### config.mk
export PLATFORM = sky130hd
export DESIGN_NAME = brace_balance_script_scanner
export DESIGN_NICKNAME = d
export VERILOG_FILES = /design/src/hdl/bbs_pkg.sv /design/src/hdl/bbs_scan.sv /design/src/hdl/bbs_queue.sv /design/src/hdl/bbs_emit.sv /design/src/hdl/brace_balance_script_scanner.sv
export SDC_FILE = /design/constraint.sdc
export NUM_CORES = 1
export LEC_CHECK = 0
export ABC_AREA = 1
export BUFFER_PORTS_ARGS = -buffer_cell sky130_fd_sc_hd__buf_2
export CAP_MARGIN = 15
export CORE_MARGIN = 3
export CORE_UTILIZATION = 45
export DETAILED_ROUTE_END_ITERATION = 16
export PLACE_DENSITY = 0.66
export SKIP_CTS_REPAIR_TIMING = 1
export SYNTH_ARGS = -nofsm -noshare
export SYNTH_HDL_FRONTEND = slang
export SYNTH_HIERARCHICAL = 1
export SYNTH_SLANG_ARGS = --single-unit
### constraint.sdc
create_clock -name aclk -period 5.1 [get_ports aclk]
set_input_delay 0.255 -clock aclk [delete_from_list [all_inputs] [get_ports aclk]]
set_output_delay 0.255 -clock aclk [all_outputs]
set_load 0.02 [all_outputs]
### src/hdl/bbs_pkg.sv
`timescale 1ns / 1ps

package bbs_pkg;

    localparam int unsigned LINE_BITS        = 20;
    localparam int unsigned COLUMN_BITS      = 16;
    localparam int unsigned MAX_NESTING_DEF  = 255;
    localparam int unsigned QUEUE_DEPTH_DEF  = 4;

    localparam int unsigned IN_DATA_BITS  = 8;
    localparam int unsigned OUT_DATA_BITS = 40;

    typedef logic [LINE_BITS-1:0]   line_t;
    typedef logic [COLUMN_BITS-1:0] column_t;

    // lexical mode of the scanner, one-hot
    typedef enum logic [3:0] {
        MODE_NORMAL = 4'b0001,
        MODE_LINE   = 4'b0010,
        MODE_BLOCK  = 4'b0100,
        MODE_QUOTE  = 4'b1000
    } mode_t;

    typedef enum logic [2:0] {
        ST_SAFE       = 3'd0,
        ST_OPEN_QUOTE = 3'd1,
        ST_SHARED     = 3'd2,
        ST_OPEN_CMT   = 3'd3,
        ST_OPEN_BRACE = 3'd4,
        ST_TOO_DEEP   = 3'd5
    } status_t;

    localparam logic KIND_REPAIR = 1'b0;
    localparam logic KIND_STATUS = 1'b1;

    localparam logic [7:0] CH_LBRACE = 8'h7B;
    localparam logic [7:0] CH_RBRACE = 8'h7D;
    localparam logic [7:0] CH_SLASH  = 8'h2F;
    localparam logic [7:0] CH_STAR   = 8'h2A;
    localparam logic [7:0] CH_SPACE  = 8'h20;
    localparam logic [7:0] CH_TAB    = 8'h09;
    localparam logic [7:0] CH_CR     = 8'h0D;
    localparam logic [7:0] CH_LF     = 8'h0A;
    localparam logic [7:0] CH_DQUOTE = 8'h22;
    localparam logic [7:0] CH_SQUOTE = 8'h27;
    localparam logic [7:0] CH_BSLASH = 8'h5C;

    // what one input item leaves for the output side: a repair, a status, or both
    typedef struct packed {
        logic    rep_valid;
        line_t   rep_line;
        column_t rep_column;
        logic    stat_valid;
        status_t stat_code;
    } rec_t;

endpackage

### src/hdl/bbs_scan.sv
`timescale 1ns / 1ps

module bbs_scan #(
    parameter int unsigned MAX_NESTING = bbs_pkg::MAX_NESTING_DEF
) (
    input  logic         aclk,
    input  logic         aresetn,
    input  logic         take,
    input  logic [7:0]   data_byte,
    input  logic         byte_present,
    input  logic         end_of_payload,
    output logic         push,
    output bbs_pkg::rec_t rec
);

    localparam int unsigned DW = $clog2(MAX_NESTING + 1);
    localparam logic [DW-1:0] DEPTH_MAX = DW'(MAX_NESTING);
    localparam bbs_pkg::line_t   LINE_SAT = '1;
    localparam bbs_pkg::column_t COL_SAT  = '1;

    bbs_pkg::mode_t   mode_reg, mode_next;
    logic             qsingle_reg, qsingle_next;
    logic             esc_reg, esc_next;
    logic             star_reg, star_next;
    logic             slash_reg, slash_next;
    logic [DW-1:0]    depth_reg, depth_next;
    bbs_pkg::line_t   line_reg, line_next;
    bbs_pkg::column_t col_reg, col_next;
    logic             blank_reg, blank_next;
    logic             bp_reg, bp_next;
    logic             ps_reg, ps_next;
    bbs_pkg::column_t pcol_reg, pcol_next;
    bbs_pkg::status_t err_reg, err_next;

    logic             rep;
    logic             hspace;
    logic             blank_before;
    logic             done;
    bbs_pkg::column_t col_inc;

    assign hspace  = (data_byte == bbs_pkg::CH_SPACE) || (data_byte == bbs_pkg::CH_TAB) ||
                     (data_byte == bbs_pkg::CH_CR);
    assign col_inc = (col_reg != COL_SAT) ? col_reg + 1'b1 : col_reg;

    always_comb begin
        mode_next    = mode_reg;
        qsingle_next = qsingle_reg;
        esc_next     = esc_reg;
        star_next    = star_reg;
        slash_next   = slash_reg;
        depth_next   = depth_reg;
        line_next    = line_reg;
        col_next     = col_reg;
        blank_next   = blank_reg;
        bp_next      = bp_reg;
        ps_next      = ps_reg;
        pcol_next    = pcol_reg;
        err_next     = err_reg;
        rep          = 1'b0;
        blank_before = blank_reg;
        done         = 1'b0;

        if (byte_present && err_reg == bbs_pkg::ST_SAFE) begin
            if (bp_reg && ps_reg) begin
                if (data_byte == bbs_pkg::CH_SLASH) begin
                    rep        = 1'b1;
                    bp_next    = 1'b0;
                    ps_next    = 1'b0;
                    mode_next  = bbs_pkg::MODE_LINE;
                    blank_next = 1'b0;
                    col_next   = col_inc;
                end else begin
                    err_next = bbs_pkg::ST_SHARED;
                end
            end else if (bp_reg && data_byte == bbs_pkg::CH_SLASH) begin
                ps_next    = 1'b1;
                blank_next = 1'b0;
                col_next   = col_inc;
            end else if (bp_reg && data_byte != bbs_pkg::CH_LF) begin
                if (hspace) col_next = col_inc;
                else        err_next = bbs_pkg::ST_SHARED;
            end else if (data_byte == bbs_pkg::CH_LF) begin
                // newline, confirming a held brace first
                if (bp_reg) begin
                    rep     = 1'b1;
                    bp_next = 1'b0;
                    ps_next = 1'b0;
                end
                line_next  = (line_reg != LINE_SAT) ? line_reg + 1'b1 : line_reg;
                col_next   = '0;
                blank_next = 1'b1;
                slash_next = 1'b0;
                star_next  = 1'b0;
                esc_next   = 1'b0;
                if (mode_reg == bbs_pkg::MODE_QUOTE) err_next  = bbs_pkg::ST_OPEN_QUOTE;
                else if (mode_reg == bbs_pkg::MODE_LINE) mode_next = bbs_pkg::MODE_NORMAL;
            end else begin
                col_next = col_inc;
                if (!hspace) blank_next = 1'b0;
                case (mode_reg)
                    bbs_pkg::MODE_LINE: begin
                    end
                    bbs_pkg::MODE_BLOCK: begin
                        if (star_reg && data_byte == bbs_pkg::CH_SLASH) begin
                            mode_next = bbs_pkg::MODE_NORMAL;
                            star_next = 1'b0;
                        end else begin
                            star_next = (data_byte == bbs_pkg::CH_STAR);
                        end
                    end
                    bbs_pkg::MODE_QUOTE: begin
                        if (esc_reg) esc_next = 1'b0;
                        else if (data_byte == bbs_pkg::CH_BSLASH) esc_next = 1'b1;
                        else if (data_byte == (qsingle_reg ? bbs_pkg::CH_SQUOTE
                                                           : bbs_pkg::CH_DQUOTE))
                            mode_next = bbs_pkg::MODE_NORMAL;
                    end
                    default: begin
                        if (slash_reg) begin
                            slash_next = 1'b0;
                            if (data_byte == bbs_pkg::CH_SLASH) begin
                                mode_next = bbs_pkg::MODE_LINE;
                                done      = 1'b1;
                            end else if (data_byte == bbs_pkg::CH_STAR) begin
                                mode_next = bbs_pkg::MODE_BLOCK;
                                star_next = 1'b0;
                                done      = 1'b1;
                            end
                        end
                        if (!done) begin
                            if (data_byte == bbs_pkg::CH_SLASH) begin
                                slash_next = 1'b1;
                            end else if (data_byte == bbs_pkg::CH_DQUOTE ||
                                         data_byte == bbs_pkg::CH_SQUOTE) begin
                                mode_next    = bbs_pkg::MODE_QUOTE;
                                qsingle_next = (data_byte == bbs_pkg::CH_SQUOTE);
                                esc_next     = 1'b0;
                            end else if (data_byte == bbs_pkg::CH_LBRACE) begin
                                if (depth_reg >= DEPTH_MAX) err_next = bbs_pkg::ST_TOO_DEEP;
                                else depth_next = depth_reg + 1'b1;
                            end else if (data_byte == bbs_pkg::CH_RBRACE) begin
                                if (depth_reg != '0) begin
                                    depth_next = depth_reg - 1'b1;
                                end else if (!blank_before) begin
                                    err_next = bbs_pkg::ST_SHARED;
                                end else begin
                                    bp_next   = 1'b1;
                                    ps_next   = 1'b0;
                                    pcol_next = col_inc;
                                end
                            end
                        end
                    end
                endcase
            end
        end

        if (end_of_payload) begin
            if (err_next == bbs_pkg::ST_SAFE && bp_next) begin
                if (ps_next) err_next = bbs_pkg::ST_SHARED;
                else         rep      = 1'b1;
            end
            if (err_next == bbs_pkg::ST_SAFE) begin
                if (mode_next == bbs_pkg::MODE_BLOCK)      err_next = bbs_pkg::ST_OPEN_CMT;
                else if (mode_next == bbs_pkg::MODE_QUOTE) err_next = bbs_pkg::ST_OPEN_QUOTE;
                else if (depth_next != '0)                 err_next = bbs_pkg::ST_OPEN_BRACE;
            end
        end
    end

    // the held brace sits on the current line; take its column from the next
    // value so that a brace arriving on the closing beat reports its own column
    always_comb begin
        rec.rep_valid  = rep;
        rec.rep_line   = line_reg;
        rec.rep_column = pcol_next;
        rec.stat_valid = end_of_payload;
        rec.stat_code  = err_next;
    end

    assign push = take && (rep || end_of_payload);

    always_ff @(posedge aclk) begin
        if (!aresetn || (take && end_of_payload)) begin
            mode_reg    <= bbs_pkg::MODE_NORMAL;
            qsingle_reg <= 1'b0;
            esc_reg     <= 1'b0;
            star_reg    <= 1'b0;
            slash_reg   <= 1'b0;
            depth_reg   <= '0;
            line_reg    <= bbs_pkg::line_t'(1);
            col_reg     <= '0;
            blank_reg   <= 1'b1;
            bp_reg      <= 1'b0;
            ps_reg      <= 1'b0;
            pcol_reg    <= '0;
            err_reg     <= bbs_pkg::ST_SAFE;
        end else if (take) begin
            mode_reg    <= mode_next;
            qsingle_reg <= qsingle_next;
            esc_reg     <= esc_next;
            star_reg    <= star_next;
            slash_reg   <= slash_next;
            depth_reg   <= depth_next;
            line_reg    <= line_next;
            col_reg     <= col_next;
            blank_reg   <= blank_next;
            bp_reg      <= bp_next;
            ps_reg      <= ps_next;
            pcol_reg    <= pcol_next;
            err_reg     <= err_next;
        end
    end

    a_pend_normal: assert property (@(posedge aclk) disable iff (!aresetn)
        bp_reg |-> mode_reg == bbs_pkg::MODE_NORMAL) else $error("brace held outside text");
    a_slash_needs_pend: assert property (@(posedge aclk) disable iff (!aresetn)
        ps_reg |-> bp_reg) else $error("slash flag without held brace");

endmodule

### src/hdl/bbs_queue.sv
`timescale 1ns / 1ps

module bbs_queue #(
    parameter int unsigned DEPTH = bbs_pkg::QUEUE_DEPTH_DEF
) (
    input  logic          aclk,
    input  logic          aresetn,
    input  logic          push,
    input  bbs_pkg::rec_t wr_rec,
    input  logic          pop,
    output bbs_pkg::rec_t rd_rec,
    output logic          full,
    output logic          empty
);

    localparam int unsigned AW = (DEPTH > 1) ? $clog2(DEPTH) : 1;

    bbs_pkg::rec_t      slot_reg [DEPTH];
    logic [AW-1:0]      wr_ptr_reg, wr_ptr_next;
    logic [AW-1:0]      rd_ptr_reg, rd_ptr_next;
    logic [AW:0]        count_reg, count_next;

    assign full   = (count_reg == (AW+1)'(DEPTH));
    assign empty  = (count_reg == '0);
    assign rd_rec = slot_reg[rd_ptr_reg];

    always_comb begin
        wr_ptr_next = wr_ptr_reg;
        rd_ptr_next = rd_ptr_reg;
        if (push) wr_ptr_next = (wr_ptr_reg == AW'(DEPTH - 1)) ? '0 : wr_ptr_reg + 1'b1;
        if (pop)  rd_ptr_next = (rd_ptr_reg == AW'(DEPTH - 1)) ? '0 : rd_ptr_reg + 1'b1;
        count_next = count_reg + (AW+1)'(push) - (AW+1)'(pop);
    end

    always_ff @(posedge aclk) begin
        if (push) slot_reg[wr_ptr_reg] <= wr_rec;
    end

    always_ff @(posedge aclk) begin
        if (!aresetn) begin
            wr_ptr_reg <= '0;
            rd_ptr_reg <= '0;
            count_reg  <= '0;
        end else begin
            wr_ptr_reg <= wr_ptr_next;
            rd_ptr_reg <= rd_ptr_next;
            count_reg  <= count_next;
        end
    end

    a_no_overflow: assert property (@(posedge aclk) disable iff (!aresetn)
        push |-> !full || pop) else $error("queue overflow");
    a_no_underflow: assert property (@(posedge aclk) disable iff (!aresetn)
        pop |-> !empty) else $error("queue underflow");

endmodule

### src/hdl/bbs_emit.sv
`timescale 1ns / 1ps

module bbs_emit (
    input  logic                               aclk,
    input  logic                               aresetn,
    input  bbs_pkg::rec_t                      head,
    input  logic                               empty,
    output logic                               pop,
    output logic                               m_tvalid,
    input  logic                               m_tready,
    output logic [bbs_pkg::OUT_DATA_BITS-1:0]  m_tdata,
    output logic                               m_tuser,
    output logic                               m_tlast
);

    logic             valid_reg;
    logic             kind_reg, kind_next;
    logic             last_reg, last_next;
    bbs_pkg::line_t   line_reg, line_next;
    bbs_pkg::column_t col_reg, col_next;
    bbs_pkg::status_t stat_reg, stat_next;
    logic             sent_rep_reg, sent_rep_next;
    logic             load;
    logic             send_rep;

    assign load     = !valid_reg || m_tready;
    assign send_rep = head.rep_valid && !sent_rep_reg;

    always_comb begin
        sent_rep_next = sent_rep_reg;
        pop           = 1'b0;
        if (send_rep) begin
            kind_next = bbs_pkg::KIND_REPAIR;
            last_next = !head.stat_valid;
            line_next = head.rep_line;
            col_next  = head.rep_column;
            stat_next = bbs_pkg::ST_SAFE;
        end else begin
            kind_next = bbs_pkg::KIND_STATUS;
            last_next = 1'b1;
            line_next = '0;
            col_next  = '0;
            stat_next = head.stat_code;
        end
        if (load && !empty) begin
            // a record with both a repair and a status takes two beats
            if (send_rep && head.stat_valid) begin
                sent_rep_next = 1'b1;
            end else begin
                sent_rep_next = 1'b0;
                pop           = 1'b1;
            end
        end
    end

    always_ff @(posedge aclk) begin
        if (!aresetn) begin
            valid_reg    <= 1'b0;
            sent_rep_reg <= 1'b0;
        end else if (load) begin
            valid_reg    <= !empty;
            sent_rep_reg <= sent_rep_next;
        end
    end

    always_ff @(posedge aclk) begin
        if (load && !empty) begin
            kind_reg <= kind_next;
            last_reg <= last_next;
            line_reg <= line_next;
            col_reg  <= col_next;
            stat_reg <= stat_next;
        end
    end

    assign m_tvalid = valid_reg;
    assign m_tuser  = kind_reg;
    assign m_tlast  = last_reg;
    assign m_tdata  = bbs_pkg::OUT_DATA_BITS'({stat_reg, col_reg, line_reg});

    a_status_is_last: assert property (@(posedge aclk) disable iff (!aresetn)
        valid_reg && kind_reg == bbs_pkg::KIND_STATUS |-> last_reg)
        else $error("status beat not marked last");
    a_split_holds: assert property (@(posedge aclk) disable iff (!aresetn)
        sent_rep_reg |-> !empty) else $error("half-sent record lost");

endmodule

### src/hdl/brace_balance_script_scanner.sv
`timescale 1ns / 1ps
// Brace-balance scanner for a script payload.
// Input channel (s_): one beat per payload byte. s_tdata carries the byte,
// s_tuser flags that the byte is real (clear it for an end-only beat), and
// s_tlast closes the payload. A beat with neither a byte nor tlast is ignored.
// Result channel (m_): m_tuser is the kind (0 repair event for a removed
// close brace, 1 final status); m_tdata holds line, column and status code;
// m_tlast marks the last result caused by one input beat. A beat causes at
// most two results: a repair and then the status on the closing beat.
// Throughput: one input beat per cycle while s_tready is high. The scanner
// updates its lexical state once per byte; the only limit is the result
// queue, which drains at one result per cycle while m_tready is high, so a
// closing beat that carries both a repair and a status leaves as two beats.
// Path: a result is written into the queue when its beat is taken, then moves
// from the queue into the output register that drives m_.
// Reset: aresetn (synchronous, active low) returns the scanner to the start
// of a payload and empties the queue. After each final status the scanner
// returns to that state on its own.
// Stall: when m_tready is low the output register holds, the queue fills and
// s_tready drops once it is full; no beat is lost or repeated.
module brace_balance_script_scanner #(
    parameter int unsigned MAX_NESTING = bbs_pkg::MAX_NESTING_DEF,
    parameter int unsigned QUEUE_DEPTH = bbs_pkg::QUEUE_DEPTH_DEF
) (
    input  logic                              aclk,
    input  logic                              aresetn,
    input  logic                              s_tvalid,
    output logic                              s_tready,
    input  logic [bbs_pkg::IN_DATA_BITS-1:0]  s_tdata,   // [7:0] data_byte
    input  logic                              s_tuser,   // [0] byte_present
    input  logic                              s_tlast,   // end_of_payload
    output logic                              m_tvalid,
    input  logic                              m_tready,
    output logic [bbs_pkg::OUT_DATA_BITS-1:0] m_tdata,   // [19:0] line_number,
                                                         // [35:20] column_number,
                                                         // [38:36] status_code, [39] zero
    output logic                              m_tuser,   // [0] result_kind
    output logic                              m_tlast    // last_result
);

    logic          take;
    logic          push;
    logic          pop;
    logic          full;
    logic          empty;
    bbs_pkg::rec_t wr_rec;
    bbs_pkg::rec_t head;

    // accept a beat whenever the queue can take whatever it produces
    assign s_tready = !full;
    assign take     = s_tvalid && s_tready;

    bbs_scan #(
        .MAX_NESTING (MAX_NESTING)
    ) u_scan (
        .aclk           (aclk),
        .aresetn        (aresetn),
        .take           (take),
        .data_byte      (s_tdata),
        .byte_present   (s_tuser),
        .end_of_payload (s_tlast),
        .push           (push),
        .rec            (wr_rec)
    );

    bbs_queue #(
        .DEPTH (QUEUE_DEPTH)
    ) u_queue (
        .aclk    (aclk),
        .aresetn (aresetn),
        .push    (push),
        .wr_rec  (wr_rec),
        .pop     (pop),
        .rd_rec  (head),
        .full    (full),
        .empty   (empty)
    );

    bbs_emit u_emit (
        .aclk     (aclk),
        .aresetn  (aresetn),
        .head     (head),
        .empty    (empty),
        .pop      (pop),
        .m_tvalid (m_tvalid),
        .m_tready (m_tready),
        .m_tdata  (m_tdata),
        .m_tuser  (m_tuser),
        .m_tlast  (m_tlast)
    );

endmodule

Word-level counts from Yosys, hierarchy flattened
Memory sizes are Yosys's and may differ from the RTL's. A register that Yosys moved wholly into a read port is not among the register bits.
Cells that the tools add are included.
- memories kept: 1
- RAM bits: 164
- input bits: 14
- word-level logic and storage cells: 275
- flip-flop bits (word level): 124
- memory list (name ; words ; width ; rd ports ; clocked after memory_dff ; write ports ; RTL line ; text):
    u_queue.slot_reg ; 4 ; 41 ; 1 ; 1 ; 1 ; bbs_queue.sv:18 ; bbs_pkg::rec_t slot_reg [DEPTH];
- add/subtract/negate cells: 8
- bitwise operators: 7
- magnitude comparators: 1
- reduce and logical (&&, ||, !) cells: 44
- equality and inequality tests: 33
- mux-type cells: 158
- operators by type and width (cell ; number):
    $mux W16 ; 20
    $mux W8 ; 13
    $mux W3 ; 26
    $mux W1 ; 74
    $mux W4 ; 18
    $eq A8 B6 Y1 const B ; 5
    $eq A8 B4 Y1 const B ; 3
    $eq A8 B7 Y1 const B ; 3
    $add A20 B1 Y20 const B ; 1
    $ne A20 B20 Y1 const B ; 1
    $reduce_and A9 Y1 ; 2
    $add A16 B1 Y16 const B ; 1
    $ne A16 B16 Y1 const B ; 1
    $reduce_bool A8 Y1 ; 2
    $logic_and A1 B1 Y1 ; 12
    $logic_not A3 Y1 ; 4
    $pmux W4 S3 ; 1
    $reduce_and A10 Y1 ; 1
    $reduce_bool A3 Y1 ; 3
    $add A8 B1 Y8 const B ; 1
    $eq A4 B3 Y1 const B ; 2
    $eq A4 B4 Y1 const B ; 2
    $eq A8 B8 Y1 ; 1
    $ge A8 B8 Y1 const B ; 1
    26 further kinds ; 53

Logic depth before layout (Yosys ltp)
- word-level depth: 26
- mapped depth: 18
- gate-level depth less buffers: 18

Hierarchy
Netlist, hierarchy kept.
- by module, submodules not included (module ; cells each ; area each (um^2) ; instances ; seq. area each (um^2)):
    bbs_queue ; 539 ; 6912.9 ; 1 ; 5104.9
    bbs_scan ; 846 ; 5152.4 ; 1 ; 1481.4
    bbs_emit ; 143 ; 1848.0 ; 1 ; 1271.2
    brace_balance_script_scanner ; 3 ; 13.8 ; 1 ; 0.0

Worst setup path after synthesis
OpenSTA, ideal clock, no wires.
- path kind: in2reg
- start: in s_tdata[4] (netlist name)
- end: mem u_queue/slot_reg[0][0] (netlist name), enable pin
- setup slack: 2340 ps
- data arrival time: 2364 ps
- library setup time: 395 ps
- cell stages on the path: 11
- buffers on the path: 0
- cell sequence: inv_1 -> nand2_1 -> nor2_2 -> nand2_1 -> nand2_1 -> nand2_2 -> inv_1 -> o211ai_1 -> o21ai_0 -> nand2_1 -> inv_1
- word-level cells in the longest chain between the ends: 25
- elaborated cells between the ends (all ways): 77
- those cells by class: eq/ne: 11; mux: 57; reduce/logical: 9
- ends and longest elaborated chain (what ; RTL line ; text):
    start, declared ; brace_balance_script_scanner.sv:29 ; input logic [bbs_pkg::IN_DATA_BITS-1:0] s_tdata,
    $eq A8 B6 Y1 ; bbs_scan.sv:124 ; end else if (data_byte == bbs_pkg::CH_STAR) begin
    $mux W1 ; bbs_scan.sv:124 ;
    $mux W1 ; bbs_scan.sv:121 ; if (data_byte == bbs_pkg::CH_SLASH) begin
    $mux W1 ; bbs_scan.sv:119 ; if (slash_reg) begin
    $mux W1 ; bbs_scan.sv:100 ; case (mode_reg)
    $mux W1 ; bbs_scan.sv:82 ; end else if (data_byte == bbs_pkg::CH_LF) begin
    $mux W1 ; bbs_scan.sv:79 ; end else if (bp_reg && data_byte != bbs_pkg::CH_LF) begin
    $mux W1 ; bbs_scan.sv:75 ; end else if (bp_reg && data_byte == bbs_pkg::CH_SLASH) begin
    [10 not listed] ; - ;
    $logic_and A1 B1 Y1 ; bbs_scan.sv:159 ; if (err_next == bbs_pkg::ST_SAFE && bp_next) begin
    $mux W1 ; bbs_scan.sv:159 ;
    $mux W1 * ; bbs_scan.sv:158 ; if (end_of_payload) begin
    $logic_or A1 B1 Y1 * ; bbs_scan.sv:181 ; assign push = take && (rep || end_of_payload);
    $logic_and A1 B1 Y1 * ; bbs_scan.sv:181 ;
    net push ; brace_balance_script_scanner.sv:42 ; logic push;
    $mux W1 * ; bbs_queue.sv:36 ; if (push) slot_reg[wr_ptr_reg] <= wr_rec;
    $mux W1 (not written as such) * ; bbs_queue.sv:36 ;
    end, declared ; bbs_queue.sv:18 ;
Mark *: on every way through the listed nets, which the timed path passes. The rest lies on a longest branch. The select of a mux whose other input is x is not followed.

==> impl_summary.md <==
Routing
The violation count after the first detailed-route iteration is 858. The final routed wirelength across all metal layers is 28430 um. The iteration count of the initial detailed-routing pass is 6. The number of design rule violations left after detail routing is 0. The vias after detailed routing is 10280. Using the TritonRoute via totals, the vias-per-cell ratio works out to 5.163. The routed wirelength normalized by instance count is 14.28 um. The remaining antenna violation count is 0.

Floorplanning
The die area is 33100 um2. The number of top-level pins is 58. The die is approximately 180 um wide.

The starting density of the core is 0.4637. The height of the chip is 181.9 um. The number of core rows is 63. The placeable core region is 30030 um2.

Place
Summed over all nets, the half-perimeter wirelength after detailed placement is 18740 um. The post-placement cell count is around 1900. Summing all placed instances gives a cell area of 14420 um2. The congestion estimate from routability-driven global placement came to 0.9145. Buffers placed on the I/O ports in this run total 56.

Min path
The destination of the worst hold path is u_emit/m_tvalid$_SDFFE_PN0N_. The worst hold path belongs to the class in -> reg. The startpoint identified for the worst hold timing path is m_tready. The cell depth of the worst hold path is 4.

Timing
Measured against its own limit, the worst slew margin works out to 0.3753. The share of the clock period used by the worst path after layout is 0.5736. The number of slew-limit violations in the final report was 0. Setup total negative slack on the finished layout was measured at 0 ps. For the pin with the worst max-slew slack, the measured transition is roughly 940 ps.

After layout, the minimum clock period comes to 2925 ps. The fmax is 341.8 MHz. Setup violations remaining at the end of the flow were counted as 0. Setup repair after global routing left no endpoint under its margin. Across the routed clock network, the largest skew measured is 8.924 ps. The final-report hold violation count is 0.

Clocking
The H-tree level count is 1. The longest clock path from root to sink contains 3 buffers. The root cell of the clock tree is sky130_fd_sc_hd__clkbuf_16.

The insertion delay of the later-clocked pin in the worst-skew pair is 550 ps. The clock-pin slew on the worst setup and hold paths is 60 ps. TritonCTS built the clock tree.

For this design, the sink count on the clock tree is 290. In this run, CTS created clock tree buffers numbering 31.

Power and ir drop
The maximum resistive drop on vdd is 0.0003081 V. The analysis attributes to cell leakage a power of approximately 6.3 nW. The total power density per cell area is 478.9 nW/um2. The post-route total power is 7.430 mW.

Critical path
Measured in cells, the most critical reg-to-reg path has a length of 12. At the worst endpoint, the arrival time is 3360 ps. The largest stage delay on the critical path is 530 ps. Traced cell by cell, the critical path runs through nor2_1 -> nand2_1 -> nand2_1 -> nor2_1 -> nand3_1 -> nor2_2 -> nand2_1 -> nor2_2 -> buf_4 -> o21ai_0 -> o21ai_0 -> inv_1.

The data required time at the worst endpoint is 5530 ps. The destination of the worst register-to-register timing path is u_scan/pcol_reg[10]$_SDFFE_PP0P_. The kind of critical path is reg -> reg. The standard cell with the maximum stage delay on the critical path is sky130_fd_sc_hd__nor2_2.

The most numerous cell type found on the critical path is sky130_fd_sc_hd__nand2_1. The nature of the critical path endpoint is a flip-flop. The number of buffers and inverters on the critical path is 2. The startpoint of the worst register-to-register path is u_scan/mode_reg[2]$_SDFFE_PP0P_.

The kind of start point of the critical path is a flip-flop. The setup slack of the most critical reg-to-reg path is 2170 ps. In this run the worst path has a maximum fanout of 18. The kind of cell with the highest combined delay along the critical path is simple AND/OR/NAND/NOR gates.

Yosys
The summed instance area of the synthesized netlist is 13930 um2. The share of synthesized area in the top cell type comes to 0.4420. The fraction of synthesis flops using an asynchronous set or reset pin is 0. The cell count after synthesis is 1531. The number of distinct library cell variants in the gate-level netlist after synthesis is 50. The sequential element share of the synthesized area is 0.5642. For this run, the number of Yosys warnings is 6. Sorting the synthesized cells by area gives the leading types as sky130_fd_sc_hd__edfxtp_1 (44%), sky130_fd_sc_hd__dfxtp_1 (12%), sky130_fd_sc_hd__nand2_1 (8.5%).

The number of register bits inferred by synthesis is 290. Each instance of the synthesized netlist takes up on average 9.097 um2. The post-synthesis cell type with the largest combined area is sky130_fd_sc_hd__edfxtp_1. Yosys mapped a number of flops with a built-in enable equal to between 200 and 250. Counting every net in the synthesized netlist gives 1557. The most used flip-flop cell after synthesis is sky130_fd_sc_hd__edfxtp_1.

Run
The tool flagged a number of max-cap violations equal to 0.

Layout
The share of layout cells above drive strength 1 is 0.1119. The finished cells cover about 16000 um2. Measured on the finished design, the core utilization comes to 0.5166. After the flow finishes, the layout carries non-filler instances totaling just under 2000.

The layout net count is 1601. The number of antenna repair diodes is 0. The flip-flop count of the largest register after layout is 164. The area added between synthesis and finish is 11.41%.

Global routing
The initial antenna violation count was 1. Entering global routing, the biggest net connects 97 pins. In the global route stage, overall resource usage came out at 0.1687.

For this run the aggregate overflow at the end of global routing stands at 0. The global-route wire length before repair is 47140 um. The number of global-route vias before repair is 9630.

Outcome
The run finished with clean final reports.
## area by class of cell
class / count / area (um2)
fillers: 2731 / 14520
flip-flops and latches: 290 / 7863
multi-input cells: 908 / 4659
inverters: 274 / 1028
clock buffers: 33 / 783.3
well taps: 390 / 488.0
repair buffers: 70 / 385.4
clock inverters: 25 / 309.0
## cells in the final DEF (no fill, tap or decap), types with 4 or more instances in the layout
| master | instances |
|---|---|
| sky130_fd_sc_hd__inv_1 | 262 |
| sky130_fd_sc_hd__o21ai_1 | 48 |
| sky130_fd_sc_hd__edfxtp_1 | 205 |
| sky130_fd_sc_hd__nor4_1 | 9 |
| sky130_fd_sc_hd__o21ai_0 | 78 |
| sky130_fd_sc_hd__nand2_1 | 315 |
| sky130_fd_sc_hd__nand2_2 | 5 |
| sky130_fd_sc_hd__o21a_1 | 6 |
| sky130_fd_sc_hd__nor3_1 | 16 |
| sky130_fd_sc_hd__a31oi_1 | 4 |
| sky130_fd_sc_hd__nand3_1 | 51 |
| sky130_fd_sc_hd__nand4_1 | 16 |
| sky130_fd_sc_hd__ha_1 | 11 |
| sky130_fd_sc_hd__xor2_1 | 11 |
| sky130_fd_sc_hd__nor2_1 | 103 |
| sky130_fd_sc_hd__inv_2 | 10 |
| sky130_fd_sc_hd__nor2_4 | 25 |
| sky130_fd_sc_hd__dfxtp_1 | 83 |
| sky130_fd_sc_hd__nor2_2 | 9 |
| sky130_fd_sc_hd__clkinv_2 | 7 |
| sky130_fd_sc_hd__buf_4 | 14 |
| sky130_fd_sc_hd__clkbuf_16 | 31 |
| sky130_fd_sc_hd__buf_2 | 56 |
| sky130_fd_sc_hd__clkinv_1 | 8 |
| sky130_fd_sc_hd__o211ai_1 | 47 |
| sky130_fd_sc_hd__a21oi_1 | 117 |
| sky130_fd_sc_hd__bufinv_16 | 7 |
| sky130_fd_sc_hd__xnor2_1 | 5 |
## tightest hold or removal path, delay by kind of cell
| family | cells | cell delay (ps) |
|---|---|---|
| AOI/OAI and AO/OA | 1 | 80 |
| and+or+nand+nor | 1 | 60 |
| buffers and inverters | 2 | 110 |
## routing by layer
layer	vias up	global-route usage	share of wire
li1	5145	-	-
met1	4813	0.2303	0.46
met2	271	0.2848	0.47
met3	44	0.02504	0.052
met4	2	0.04052	0.017
met5	-	0	0.00025
## synthesized netlist by cell type (2+ instances only)
master and count:
sky130_fd_sc_hd__buf_6 9, sky130_fd_sc_hd__a211oi_1 3, sky130_fd_sc_hd__nor2_2 8, sky130_fd_sc_hd__a221oi_1 2, sky130_fd_sc_hd__o31ai_1 3, sky130_fd_sc_hd__clkbuf_1 16, sky130_fd_sc_hd__o21bai_1 2, sky130_fd_sc_hd__nand3_4 2
sky130_fd_sc_hd__buf_12 2, sky130_fd_sc_hd__xnor2_1 5, sky130_fd_sc_hd__o21ai_1 48, sky130_fd_sc_hd__o221ai_1 3, sky130_fd_sc_hd__nor3_2 2, sky130_fd_sc_hd__o21a_1 6, sky130_fd_sc_hd__a21oi_1 117, sky130_fd_sc_hd__nor3_1 16
sky130_fd_sc_hd__o21ai_0 78, sky130_fd_sc_hd__and3_1 2, sky130_fd_sc_hd__nor2_4 25, sky130_fd_sc_hd__clkbuf_2 2, sky130_fd_sc_hd__o211ai_1 47, sky130_fd_sc_hd__nor2_1 104, sky130_fd_sc_hd__buf_4 9, sky130_fd_sc_hd__ha_1 11
sky130_fd_sc_hd__inv_2 10, sky130_fd_sc_hd__xor2_1 11, sky130_fd_sc_hd__nand2_2 5, sky130_fd_sc_hd__inv_1 263, sky130_fd_sc_hd__nor4_1 9, sky130_fd_sc_hd__nand4_1 16, sky130_fd_sc_hd__a31oi_1 4, sky130_fd_sc_hd__buf_2 21
sky130_fd_sc_hd__nand2_1 315, sky130_fd_sc_hd__edfxtp_1 205, sky130_fd_sc_hd__nand3_1 51, sky130_fd_sc_hd__dfxtp_1 85
## per-stage QoR
stage,worst slack (ps),hold slack [ps]
final,2175,8.562
after global routing,1759,24.55
after CTS,2223,-3.181
after detailed placement,2078,480.0
after global placement,2121,472.2
after floorplan,2340,348.5
## worst max-delay path by stage
stage                               startpoint                                end  slack [ps]  cells after the start
2_1_floorplan                       s_tdata[4]   u_queue/slot_reg[0][0]$_DFFE_PP_        2340                     11
3_3_place_gp                        s_tdata[6]  u_queue/slot_reg[0][39]$_DFFE_PP_        2120                      9
3_5_place_dp                        s_tdata[4]  u_queue/slot_reg[0][17]$_DFFE_PP_        2080                     13
4_1_cts        u_scan/mode_reg[3]$_SDFFE_PP0P_   u_scan/pcol_reg[10]$_SDFFE_PP0P_        2220                     13
5_1_grt        u_scan/mode_reg[2]$_SDFFE_PP0P_   u_scan/pcol_reg[10]$_SDFFE_PP0P_        1760                     12
6_report       u_scan/mode_reg[2]$_SDFFE_PP0P_   u_scan/pcol_reg[10]$_SDFFE_PP0P_        2170                     12
## kinds of logic after synthesis
kind of cell	count (synthesis)	share of synthesized area
buffers and inverters	333	0.1014
DFF	290	0.5642
adders and majority gates	12	0.01132
other	1	0.0002693
xor gates and xnor gates	16	0.01006
AOI/OAI and AO/OA	319	0.1291
and+or+nand+nor	560	0.1836
## power by group
part           switching (mW)  total [mW]  internal (mW)
clock                   0.905        2.37           1.47
combinational            1.34        1.92          0.585
sequential              0.192        3.14           2.95
Note: power is estimated with default switching activity, not from simulation.
